## config.mk

```make
export PLATFORM = sky130hd
export DESIGN_NAME = linear_scan_register_allocator
export DESIGN_NICKNAME = d
export VERILOG_FILES = /design/src/hdl/lsra_pkg.sv /design/src/hdl/lsra_ram.sv /design/src/hdl/lsra_out.sv /design/src/hdl/linear_scan_register_allocator.sv
export SDC_FILE = /design/constraint.sdc
export NUM_CORES = 2
export LEC_CHECK = 0
export ABC_AREA = 0
export BUFFER_PORTS_ARGS = -buffer_cell sky130_fd_sc_hd__buf_2
export CAP_MARGIN = 10
export CORE_ASPECT_RATIO = 1.1
export CORE_UTILIZATION = 40
export DETAILED_ROUTE_END_ITERATION = 16
export PLACE_DENSITY = 0.61
export SYNTH_ARGS = -nofsm -noshare
export SYNTH_HDL_FRONTEND = slang
export SYNTH_SLANG_ARGS = --single-unit
```

## constraint.sdc

```tcl
create_clock -name clk -period 9.75 [get_ports clk]
set_input_delay 1.4625 -clock clk [delete_from_list [all_inputs] [get_ports clk]]
set_output_delay 1.4625 -clock clk [all_outputs]
set_load 0.01 [all_outputs]
```

## src/hdl/lsra_pkg.sv

```systemverilog
// ============================================================================
// Linear scan allocator package
// Shared word types and field widths of the linear scan register allocator.
// ============================================================================
package lsra_pkg;

    localparam int STMT_W = 12;
    localparam int VREG_W = 6;
    localparam int PEAK_W = 7;

    // Input word: one usage record or a finish request.
    typedef struct packed {
        logic              command;
        logic [STMT_W-1:0] stmt_index;
        logic [VREG_W-1:0] vreg;
    } item_t;

    // Result word: the allocation of one virtual register.
    typedef struct packed {
        logic [VREG_W-1:0] vreg_out;
        logic [VREG_W-1:0] phys_reg;
        logic [PEAK_W-1:0] peak_regs;
        logic              any_used;
        logic              last;
    } result_t;

    localparam logic CMD_USE    = 1'b0;
    localparam logic CMD_FINISH = 1'b1;

endpackage

```

## src/hdl/lsra_ram.sv

```systemverilog
// ============================================================================
// Generic RAM
// Single write port, single read port with a registered read.
// ============================================================================
module lsra_ram #(
    parameter int WIDTH = 8,
    parameter int DEPTH = 64
) (
    input  logic                     clk,
    input  logic                     wr_en,
    input  logic [$clog2(DEPTH)-1:0] wr_addr,
    input  logic [WIDTH-1:0]         wr_data,
    input  logic                     rd_en,
    input  logic [$clog2(DEPTH)-1:0] rd_addr,
    output logic [WIDTH-1:0]         rd_data
);

    logic [WIDTH-1:0] mem [DEPTH];
    logic [WIDTH-1:0] rd_data_reg;

    always_ff @(posedge clk)
    begin
        if (wr_en)
        begin
            mem[wr_addr] <= wr_data;
        end
        if (rd_en)
        begin
            rd_data_reg <= mem[rd_addr];
        end
    end

    assign rd_data = rd_data_reg;

endmodule

```

## src/hdl/lsra_out.sv

```systemverilog
// ============================================================================
// Result output stage
// Holds one result word until the receiver takes it.
// ============================================================================
module lsra_out (
    input  logic              clk,
    input  logic              rst_n,
    input  logic              load,
    input  lsra_pkg::result_t word,
    output logic              free,
    output logic              result_valid,
    input  logic              result_stall,
    output lsra_pkg::result_t result
);

    import lsra_pkg::*;

    logic    valid_reg;
    logic    valid_next;
    result_t word_reg;

    // The stage can take a new word when empty or when its word leaves now.
    assign free = !valid_reg || !result_stall;

    always_comb
    begin
        valid_next = valid_reg;
        if (load)
        begin
            valid_next = 1'b1;
        end
        else if (!result_stall)
        begin
            valid_next = 1'b0;
        end
    end

    always_ff @(posedge clk or negedge rst_n)
    begin
        if (!rst_n)
        begin
            valid_reg <= 1'b0;
        end
        else
        begin
            valid_reg <= valid_next;
        end
    end

    always_ff @(posedge clk)
    begin
        if (load)
        begin
            word_reg <= word;
        end
    end

    assign result_valid = valid_reg;
    assign result       = word_reg;

endmodule

```

## src/hdl/linear_scan_register_allocator.sv

```systemverilog
// ============================================================================
// Linear scan register allocator
// Records live intervals of virtual registers and assigns physical registers.
// ============================================================================
// Usage: the item channel carries words that either record one usage of a
// virtual register at a statement, or request a finish. A usage word is
// accepted, then a read-modify-write of the interval tables follows; out of
// range usages are dropped on acceptance. A finish word runs the allocation
// under a small sequencer: for each of the used registers it scans the table
// for the earliest start, scans the live intervals for expiry and walks the
// busy flags for the lowest free physical register, then makes one last
// start scan and an emission walk over the registers up to the highest used
// one, emitting a result for each used one. Results leave in virtual register
// order through an output register; the final one carries last. With nothing
// used a single word with only last set is sent. item_stall stays high from a
// finish until its last result has been loaded; a stalled receiver simply
// holds the sequencer at the load.
// Reset clears all flags and counters; the interval RAMs need no clearing, as
// an entry's contents are only used once it has been written since the last finish.
// ============================================================================
module linear_scan_register_allocator #(
    parameter int NUM_VREGS = 64,
    parameter int MAX_STMTS = 4096
) (
    input  logic              clk,
    input  logic              rst_n,
    input  logic              item_valid,
    output logic              item_stall,
    input  lsra_pkg::item_t   item,
    output logic              result_valid,
    input  logic              result_stall,
    output lsra_pkg::result_t result
);

    import lsra_pkg::*;

    localparam int VW = (NUM_VREGS > 1) ? $clog2(NUM_VREGS) : 1;
    localparam logic [VW-1:0] LAST_IDX = VW'(NUM_VREGS - 1);
    localparam logic [VREG_W:0] VREG_LIMIT = (VREG_W + 1)'(NUM_VREGS);
    localparam logic [16:0] STMT_LIMIT = 17'(MAX_STMTS);

    // Sequencer states, one-hot.
    typedef enum logic [8:0] {
        S_IDLE      = 9'b000000001,
        S_UPD       = 9'b000000010,
        S_MIN_RD    = 9'b000000100,
        S_MIN_EVAL  = 9'b000001000,
        S_MIN_END   = 9'b000010000,
        S_FREE_RD   = 9'b000100000,
        S_FREE_EVAL = 9'b001000000,
        S_FIND      = 9'b010000000,
        S_EMIT      = 9'b100000000
    } state_t;

    // Emission needs a read state too; it is kept as a separate flag outside the
    // one-hot encoding so that read and load alternate within S_EMIT.
    state_t state_reg, state_next;

    logic [VW-1:0]        idx_reg, idx_next;
    logic [VW-1:0]        pick_reg, pick_next;
    logic                 found_reg, found_next;
    logic [STMT_W-1:0]    best_reg, best_next;
    logic [STMT_W-1:0]    stmt_reg, stmt_next;
    logic [VW-1:0]        vreg_reg, vreg_next;
    logic [NUM_VREGS-1:0] seen_reg, seen_next;
    logic [NUM_VREGS-1:0] live_reg, live_next;
    logic [NUM_VREGS-1:0] busy_reg, busy_next;
    logic [NUM_VREGS-1:0] done_reg, done_next;
    logic [PEAK_W-1:0]    peak_reg, peak_next;
    logic                 any_seen_reg, any_seen_next;
    logic [VW-1:0]        max_vreg_reg, max_vreg_next;
    logic                 emit_ld_reg, emit_ld_next;

    // Table RAM ports.
    logic              first_we, last_we, asgn_we;
    logic              first_re, last_re, asgn_re;
    logic [VW-1:0]     rd_addr;
    logic [STMT_W-1:0] first_wd, last_wd;
    logic [STMT_W-1:0] first_rd, last_rd;
    logic [VW-1:0]     asgn_rd;

    logic    accept;
    logic    in_range;
    logic    had_seen;
    logic    out_load;
    logic    out_free;
    logic    emit_final;
    result_t out_word;

    assign item_stall = (state_reg != S_IDLE);
    assign accept     = item_valid && (state_reg == S_IDLE);
    assign in_range   = ((VREG_W + 1)'(item.vreg) < VREG_LIMIT) &&
                        (17'(item.stmt_index) < STMT_LIMIT);
    assign rd_addr    = (state_reg == S_IDLE) ? item.vreg[VW-1:0] : idx_reg;
    assign had_seen   = seen_reg[vreg_reg];
    assign emit_final = !any_seen_reg || (idx_reg == max_vreg_reg);

    // A usage widens the interval; a first usage opens it at this statement.
    assign first_wd = (!had_seen || (stmt_reg < first_rd)) ? stmt_reg : first_rd;
    assign last_wd  = (!had_seen || (stmt_reg > last_rd)) ? stmt_reg : last_rd;

    always_comb
    begin
        out_word = '0;
        if (any_seen_reg)
        begin
            out_word.vreg_out  = VREG_W'(idx_reg);
            out_word.phys_reg  = VREG_W'(asgn_rd);
            out_word.peak_regs = peak_reg;
            out_word.any_used  = 1'b1;
        end
        out_word.last = emit_final;
    end

    always_comb
    begin
        state_next    = state_reg;
        idx_next      = idx_reg;
        pick_next     = pick_reg;
        found_next    = found_reg;
        best_next     = best_reg;
        stmt_next     = stmt_reg;
        vreg_next     = vreg_reg;
        seen_next     = seen_reg;
        live_next     = live_reg;
        busy_next     = busy_reg;
        done_next     = done_reg;
        peak_next     = peak_reg;
        any_seen_next = any_seen_reg;
        max_vreg_next = max_vreg_reg;
        emit_ld_next  = emit_ld_reg;
        first_we      = 1'b0;
        last_we       = 1'b0;
        asgn_we       = 1'b0;
        first_re      = 1'b0;
        last_re       = 1'b0;
        asgn_re       = 1'b0;
        out_load      = 1'b0;

        case (state_reg)
            S_IDLE:
            begin
                if (accept)
                begin
                    if (item.command == CMD_FINISH)
                    begin
                        idx_next   = '0;
                        found_next = 1'b0;
                        state_next = S_MIN_RD;
                    end
                    else if (in_range)
                    begin
                        stmt_next  = item.stmt_index;
                        vreg_next  = item.vreg[VW-1:0];
                        first_re   = 1'b1;
                        last_re    = 1'b1;
                        state_next = S_UPD;
                    end
                end
            end

            S_UPD:
            begin
                first_we            = 1'b1;
                last_we             = 1'b1;
                seen_next[vreg_reg] = 1'b1;
                any_seen_next       = 1'b1;
                if (!any_seen_reg || (vreg_reg > max_vreg_reg))
                begin
                    max_vreg_next = vreg_reg;
                end
                state_next = S_IDLE;
            end

            S_MIN_RD:
            begin
                if (seen_reg[idx_reg] && !done_reg[idx_reg])
                begin
                    first_re   = 1'b1;
                    state_next = S_MIN_EVAL;
                end
                else if (idx_reg == LAST_IDX)
                begin
                    state_next = S_MIN_END;
                end
                else
                begin
                    idx_next = idx_reg + 1'b1;
                end
            end

            S_MIN_EVAL:
            begin
                // Strict compare keeps the lower register on equal starts.
                if (!found_reg || (first_rd < best_reg))
                begin
                    pick_next  = idx_reg;
                    best_next  = first_rd;
                    found_next = 1'b1;
                end
                if (idx_reg == LAST_IDX)
                begin
                    state_next = S_MIN_END;
                end
                else
                begin
                    idx_next   = idx_reg + 1'b1;
                    state_next = S_MIN_RD;
                end
            end

            S_MIN_END:
            begin
                idx_next = '0;
                if (found_reg)
                begin
                    done_next[pick_reg] = 1'b1;
                    state_next          = S_FREE_RD;
                end
                else
                begin
                    emit_ld_next = !any_seen_reg;
                    state_next   = S_EMIT;
                end
            end

            S_FREE_RD:
            begin
                if (live_reg[idx_reg])
                begin
                    last_re    = 1'b1;
                    asgn_re    = 1'b1;
                    state_next = S_FREE_EVAL;
                end
                else if (idx_reg == LAST_IDX)
                begin
                    idx_next   = '0;
                    state_next = S_FIND;
                end
                else
                begin
                    idx_next = idx_reg + 1'b1;
                end
            end

            S_FREE_EVAL:
            begin
                // An interval ending where the new one starts stays live.
                if (last_rd < best_reg)
                begin
                    live_next[idx_reg] = 1'b0;
                    busy_next[asgn_rd] = 1'b0;
                end
                if (idx_reg == LAST_IDX)
                begin
                    idx_next   = '0;
                    state_next = S_FIND;
                end
                else
                begin
                    idx_next   = idx_reg + 1'b1;
                    state_next = S_FREE_RD;
                end
            end

            S_FIND:
            begin
                if (!busy_reg[idx_reg])
                begin
                    busy_next[idx_reg]  = 1'b1;
                    live_next[pick_reg] = 1'b1;
                    asgn_we             = 1'b1;
                    if (peak_reg < (PEAK_W'(idx_reg) + 1'b1))
                    begin
                        peak_next = PEAK_W'(idx_reg) + 1'b1;
                    end
                    idx_next   = '0;
                    found_next = 1'b0;
                    state_next = S_MIN_RD;
                end
                else
                begin
                    idx_next = idx_reg + 1'b1;
                end
            end

            S_EMIT:
            begin
                if (!emit_ld_reg)
                begin
                    if (seen_reg[idx_reg])
                    begin
                        asgn_re      = 1'b1;
                        emit_ld_next = 1'b1;
                    end
                    else
                    begin
                        idx_next = idx_reg + 1'b1;
                    end
                end
                else if (out_free)
                begin
                    out_load     = 1'b1;
                    emit_ld_next = 1'b0;
                    if (emit_final)
                    begin
                        // Finish run over: tables start afresh.
                        seen_next     = '0;
                        live_next     = '0;
                        busy_next     = '0;
                        done_next     = '0;
                        peak_next     = '0;
                        any_seen_next = 1'b0;
                        max_vreg_next = '0;
                        state_next    = S_IDLE;
                    end
                    else
                    begin
                        idx_next = idx_reg + 1'b1;
                    end
                end
            end

            default:
            begin
                state_next = S_IDLE;
            end
        endcase
    end

    always_ff @(posedge clk or negedge rst_n)
    begin
        if (!rst_n)
        begin
            state_reg    <= S_IDLE;
            idx_reg      <= '0;
            found_reg    <= 1'b0;
            seen_reg     <= '0;
            live_reg     <= '0;
            busy_reg     <= '0;
            done_reg     <= '0;
            peak_reg     <= '0;
            any_seen_reg <= 1'b0;
            max_vreg_reg <= '0;
            emit_ld_reg  <= 1'b0;
        end
        else
        begin
            state_reg    <= state_next;
            idx_reg      <= idx_next;
            found_reg    <= found_next;
            seen_reg     <= seen_next;
            live_reg     <= live_next;
            busy_reg     <= busy_next;
            done_reg     <= done_next;
            peak_reg     <= peak_next;
            any_seen_reg <= any_seen_next;
            max_vreg_reg <= max_vreg_next;
            emit_ld_reg  <= emit_ld_next;
        end
    end

    // Payload registers need no reset.
    always_ff @(posedge clk)
    begin
        pick_reg <= pick_next;
        best_reg <= best_next;
        stmt_reg <= stmt_next;
        vreg_reg <= vreg_next;
    end

    // Interval start table.
    lsra_ram #(
        .WIDTH (STMT_W),
        .DEPTH (NUM_VREGS)
    ) u_first_ram (
        .clk     (clk),
        .wr_en   (first_we),
        .wr_addr (vreg_reg),
        .wr_data (first_wd),
        .rd_en   (first_re),
        .rd_addr (rd_addr),
        .rd_data (first_rd)
    );

    // Interval end table.
    lsra_ram #(
        .WIDTH (STMT_W),
        .DEPTH (NUM_VREGS)
    ) u_last_ram (
        .clk     (clk),
        .wr_en   (last_we),
        .wr_addr (vreg_reg),
        .wr_data (last_wd),
        .rd_en   (last_re),
        .rd_addr (rd_addr),
        .rd_data (last_rd)
    );

    // Physical register given to each interval.
    lsra_ram #(
        .WIDTH (VW),
        .DEPTH (NUM_VREGS)
    ) u_asgn_ram (
        .clk     (clk),
        .wr_en   (asgn_we),
        .wr_addr (pick_reg),
        .wr_data (idx_reg),
        .rd_en   (asgn_re),
        .rd_addr (rd_addr),
        .rd_data (asgn_rd)
    );

    lsra_out u_out (
        .clk          (clk),
        .rst_n        (rst_n),
        .load         (out_load),
        .word         (out_word),
        .free         (out_free),
        .result_valid (result_valid),
        .result_stall (result_stall),
        .result       (result)
    );

    // The count of occupied physical registers matches the count of live intervals.
    assert property (@(posedge clk) disable iff (!rst_n)
        $countones(busy_reg) == $countones(live_reg))
        else $error("busy and live counts differ");

    // The peak always covers every occupied physical register.
    assert property (@(posedge clk) disable iff (!rst_n)
        $countones(busy_reg) <= int'(peak_reg))
        else $error("peak below occupied count");

    // Only recorded registers can have been allocated.
    assert property (@(posedge clk) disable iff (!rst_n)
        (done_reg & ~seen_reg) == '0)
        else $error("allocated register never recorded");

    // Loading the final word of a finish run returns to idle with empty tables.
    assert property (@(posedge clk) disable iff (!rst_n)
        (out_load && emit_final) |=> (state_reg == S_IDLE) && (seen_reg == '0))
        else $error("finish run did not close cleanly");

endmodule

```

# == After elaboration in Yosys (flattened, before gate mapping) ==
# Memories as Yosys holds them, arrays and structs flattened. A register that Yosys moved wholly into a read port is not among the register bits.
# Index checks and enable logic that the tools add are counted.
# totals
regBits,345
ramBits,1920
in_bits,23
out_inout_bits,23
wordCells,221
n_memories,3
# mem_list
name,depth,word_bits,read_ports,rd_ports_with_merged_regs,write_ports,line,source
u_first_ram.mem,64,12,1,1,1,lsra_ram.sv:18,logic [WIDTH-1:0] mem [DEPTH];
u_last_ram.mem,64,12,1,1,1,lsra_ram.sv:18,
u_asgn_ram.mem,64,6,1,1,1,lsra_ram.sv:18,
# classes
add_sub_neg,2
n_lt_le_gt_ge,14
n_eq_ne,32
muxes,105
n_bitwise,9
reduce_logical,35
# ops
operator,count
64-bit 2-to-1 mux,8
64-bit one-hot mux with 3 select lines,2
64-bit OR,4
64-bit one-hot mux with 2 select lines,2
64-bit AND,2
64-bit inverter,2
6-bit 2-to-1 mux,16
9-bit 2-to-1 mux,10
9-bit one-hot mux with 8 select lines,1
6-bit one-hot mux with 8 select lines,1
1-bit 2-to-1 mux,38
12-bit < comparator,3
7-bit 2-to-1 mux,5
1-bit binary-select mux with 6-bit select,5
"6-bit by 7-bit < comparator with 1-bit output, second input constant",4
"2-bit inequality test, second input constant",14
1-bit demux with 6-bit select,4
"6-bit by 1-bit >= comparator with 1-bit output, second input constant",4
12-bit 2-to-1 mux,2
"3-bit inequality test, second input constant",5
5-bit AND reduction,3
7-bit one-hot mux with 2 select lines,1
12-bit greater-than comparator,1
6-bit one-hot mux with 2 select lines,1
other kinds (35),59

# == Longest topological paths before layout ==
# depth
ltp_word,8
mapped_depth,15

# == Modules after synthesis ==
# From an unflattened synthesis, not the netlist that was laid out.
# unflattened
cells_unflattened,5349
area_unflattened_um2,93870.0
# modules_own_cells
module,instances,cells_per_inst,area_per_inst_um2,seq_area_each_um2
lsra_ram (u_first_ram ...),2,1339,29971.2,23422.5
linear_scan_register_allocator,1,1918,17994.8,8264.2
lsra_ram (u_asgn_ram),1,729,15265.9,11711.2
lsra_out,1,24,666.9,655.6

# == Worst setup path after synthesis ==
# OpenSTA, ideal clock, no wires.
# synth_path
kind,reg-to-reg
from,register vreg_reg[1]
to,memory u_last_ram.mem[0][0] (netlist bit) (data pin)
setup_time_ps,703
arrival_ps,4962
required_ps,9047
slack_ps,4086
path_stages_with_launch,10
path_buffers,4
period_less_slack_ps,5664
path_cell_list,edfxtp_1 clkbuf_1 buf_2 buf_1 mux2i_1 o22ai_1 or4_1 and2_1 clkbuf_1 o21ai_0
# synth_between
elab_chain_cells,5
# synth_lines
item,line,source
from (decl),linear_scan_register_allocator.sv:64,"logic [VW-1:0] vreg_reg, vreg_next;"
from (signal assigned),linear_scan_register_allocator.sv:369,vreg_reg <= vreg_next;
1-bit binary-select mux with 6-bit select,linear_scan_register_allocator.sv:95,assign had_seen = seen_reg[vreg_reg];
1-bit 2-to-1 mux (implied by the code),linear_scan_register_allocator.sv:95,
1-bit zero test,linear_scan_register_allocator.sv:100,assign last_wd = (!had_seen || (stmt_reg > last_rd)) ? stmt_reg : last_rd;
1-bit logical OR,linear_scan_register_allocator.sv:100,
12-bit 2-to-1 mux,linear_scan_register_allocator.sv:100,
net last_wd[0],linear_scan_register_allocator.sv:78,"logic [STMT_W-1:0] first_wd, last_wd;"
to (decl),lsra_ram.sv:18,
# The timed path passes the listed nets, and every way through them passes these cells. The select of a mux whose other input is x is not followed.

# == Worst setup path after layout ==
# layout_path
from,register idx_reg[0]
to,register busy_reg[30]
# layout_between
elab_chain_cells,7
# layout_lines
item,line,source
from (decl),linear_scan_register_allocator.sv:59,"logic [VW-1:0] idx_reg, idx_next;"
from (signal assigned),linear_scan_register_allocator.sv:350,idx_reg <= idx_next;
6-bit by 7-bit < comparator with 1-bit output (implied by the code) or 6-bit by 1-bit >= comparator with 1-bit output (tied branches),linear_scan_register_allocator.sv:270,busy_next[idx_reg] = 1'b1;
1-bit logical AND (implied by the code),linear_scan_register_allocator.sv:270,
1-bit 2-to-1 mux (implied by the code),linear_scan_register_allocator.sv:270,
1-bit demux with 6-bit select,linear_scan_register_allocator.sv:270,
64-bit OR (no line),-,
64-bit 2-to-1 mux,linear_scan_register_allocator.sv:268,if (!busy_reg[idx_reg])
64-bit one-hot mux with 3 select lines,linear_scan_register_allocator.sv:140,case (state_reg)
to (signal assigned),linear_scan_register_allocator.sv:354,busy_reg <= busy_next;
to (decl),linear_scan_register_allocator.sv:67,"logic [NUM_VREGS-1:0] busy_reg, busy_next;"
# Several ways; a longest one is shown, not always the timed one. The select of a mux whose other input is x is not followed.
# A chain may end at the register's enable or synchronous reset.

==> reports/qor.txt <==
Initial DRC count = 7704
Crit path cell chain = buf_4 > and2_1 > a221o_1 > a22o_1 > a2111o_1 > o21ai_1 > and4_4 > buf_4 > a31oi_1 > a21oi_1
CTS Buffer Depth = 3
IO Pins = 46
Largest registers = u_first_ram.mem (768), u_last_ram.mem (768), u_asgn_ram.mem (384)
Die ar. = 239000 sq um
Setup TNS = 0 ns
Post-CTS Setup Bufs = 0
Vias per cell = 5.98
Cell mode on critical path = buf_4
IR drop worst, VDD = 0.269 mV
Crit start category = flip-flop
EDFF count, synth = 2007
Post-synthesis cell area = 95000 sq um
Critical path arrival = 6.37 ns
Tot Pwr = 25.7 mW
Tot GR Track Use = 22.4%
Slew Viols, Final = 0
Later-pin clock latency in the skew report = 0.87 ns
Slew @ Worst Pin = 1.35 ns
Pleak = 38.3 nW
Area of the multi-input gates = 25500 sq um
Detail Placement HPWL = 157 mm
GR Overflow Total = 0
Ratio of total power to cell area = 242 nW/um^2
Share of the yosys chip area belonging to registers = 71.0%
Root Buffer = clkbuf_16
Final setup fails = 0
Pre-antenna DRT Iters = 9
Max-cap violations = 0
Layout cells sized above 1 = 11.0%
Port Buf Inserts = 45
YS warnings = 0
Outcome = finished clean
Synth unique cells = 89
Reg2reg path depth = 10
Avg Cell Area, Syn = 14.4 sq um
Worst R2R Setup Slack = 4.17 ns
Post-Syn Instances = 6578
CP max-delay cell = buf_4
Nets@finish = 6623
Vias in the first global route = 56098
Bufs and invs on worst path = 2
WHS = 0.483 ns
Final Cycle Share = 57.3%
Htree depth = 4
Vias after detailed routing = 58955
Clock slew at reported path FFs = 0.06 ns
Area delta synth->final = 11.9%
Die width = 467 microns
Dpl cells = 9430
Largest net degree at the start of global routing = 136
Area of the core = 236000 sq um
Critical Path RT = 10.53 ns
Post-route DRC = 0
Die height = 513 microns
CP endpoint kind = flip-flop
Final RePlAce weighted congestion = 0.882
ANT nets after route = 0
Fillers = 20454
Setup CP Type = reg -> reg
Asr flop ratio synth = 12.5%
Cts bufs inserted = 227
Clk sinks = 2295
Worst Path Max Fanout = 91
Syn nets = 6659
Worst slew margin = 10.1%
Post-CTS Hold Buffers = 0
# rows = 187
Fin cells = 9861
RSZ-0062 raised after global routing = no
Worst hold start = done_reg[10]
Top_reg_cell synth = edfxtp_1
Post_cts resized = 0
Highest clock rate = 179 MHz
Setup Skew = 0.0595 ns
Initial core utilization = 40.2%
Min-Delay Path Depth = 1
Final Hold Viols = 0
Worst stage delay on the critical path = 0.85 ns
Antenna violations before repair = 8
Storage element area = 67500 sq um
CTS tree = built
Crit path time final = 5.58 ns
Number of synthesized register bits = 2295
Total wire length = 274 mm
Origin of the critical flop-to-flop path = idx_reg[0]
WL per Instance = 27.8 microns
First-pass GRT wire length = 396 mm
Hold crit path type = reg -> reg
Crit path max-delay family = compound AO/OA/AOI/OAI gates
Worst Hold End = done_reg[10]
Reg2reg end = busy_reg[30]
how the worst max path moves through the flow:
stage	start	end	slack [ns]	depth (start not counted)
3_3_place_gp	item[0]	u_asgn_ram.rd_data[5]	3.91	10
5_1_grt	idx_reg[0]	busy_reg[1]	3.95	10
4_1_cts	idx_reg[0]	busy_reg[57]	4.29	10
3_5_place_dp	item[0]	u_asgn_ram.rd_data[5]	3.94	10
6_report	idx_reg[0]	busy_reg[30]	4.17	10
2_1_floorplan	vreg_reg[1]	u_last_ram.mem[0][0]	4.09	9
power by group:
part	switching (mW)	internal, mW	total, mW
Combinational	3.99	1.85	5.84
Clock	3.76	4.98	8.73
Sequential	0.137	11.0	11.2
worst reg2reg max path, stage by stage (launching register included):
cell	delay, ns
dfrtp_4	0.67
buf_4	0.43
and2_1	0.57
a221o_1	0.48
a22o_1	0.22
a2111o_1	0.51
o21ai_1	0.63
and4_4	0.69
buf_4	0.86
a31oi_1	0.25
a21oi_1	0.19
stage by stage:
stage	instance area (sq um)	util [%]	setup WS, ns
3_5_place_dp	98900	41.9	3.94
6_report	106000	45.0	4.17
3_3_place_gp	98900	41.9	3.91
4_1_cts	106000	45.0	4.29
2_1_floorplan	95000	-	4.09
5_1_grt	106000	45.0	3.95
per-layer routing:
metal  routed length (microns)  GRT usage (%)  up-vias  part of all wire (%)
met1                    110000           30.0    29935                    40
met5                         0              0        -                     0
met4                     12900           10.0        0                   4.7
met3                     21800           3.49      540                   7.9
met2                    130000           35.8     2881                    47
li1                          -              -    25599                     -
synth_stat cells, types with 125 or more instances:
cell	number	area [sq um]
a21oi_1	353	1770
a31oi_1	288	1800
o21ai_0	162	811
nand2_1	667	2500
nand3_1	260	1300
a222oi_1	214	2140
mux2i_1	697	6980
buf_2	125	626
clkbuf_1	293	1100
and3_1	142	888
nor2_1	245	920
edfxtp_1	2007	60300
dfrtp_1	287	7180
layout make-up:
type	count	area share, %
clock inverter	121	1.24
antenna	9	0.0212
multi-input combinational	3736	24.0
clock buffer	300	5.70
timing repair buffer	231	1.67
sequential	2295	63.5
tap	3118	3.67
inverter	51	0.180
layout by cell type (no fill, tap or decap), types with 13 or more instances in the layout:
cell and instances:
nand3_1 259, nor2_1 177, mux4_2 27, buf_4 173, mux2i_1 697, nand2_1 664
nand2b_1 14, clkinv_1 40, mux2_2 35, o21ai_0 161, clkinv_2 36, a22oi_1 25
nor2b_1 16, dfrtp_1 281, clkbuf_1 64, a31oi_1 287, nor3b_1 13, and2_1 33
nand3b_1 26, ha_1 58, and3_1 141, inv_1 49, a32oi_1 31, and3b_1 18
nand4_1 42, a221oi_1 31, a21oi_1 352, edfxtp_1 2007, clkbuf_16 228, nor2_2 66
nor3_1 73, bufinv_16 23, o21a_1 75, buf_2 45, a222oi_1 214
logic make-up (layout without fill, tap and decap cells):
group	after synthesis	in the layout	synth area share (%)
other	0	9	0
buffers and inverters	547	703	2.47
XOR/XNOR	13	13	0.120
adder cells (fa/ha/maj)	58	58	0.764
flip-flops	2295	2295	71.0
multiplexers	769	769	8.52
AND/OR/NAND/NOR	1621	1621	8.04
AO/OA/AOI/OAI	1275	1275	9.05
(Power assumes the default switching activity.)
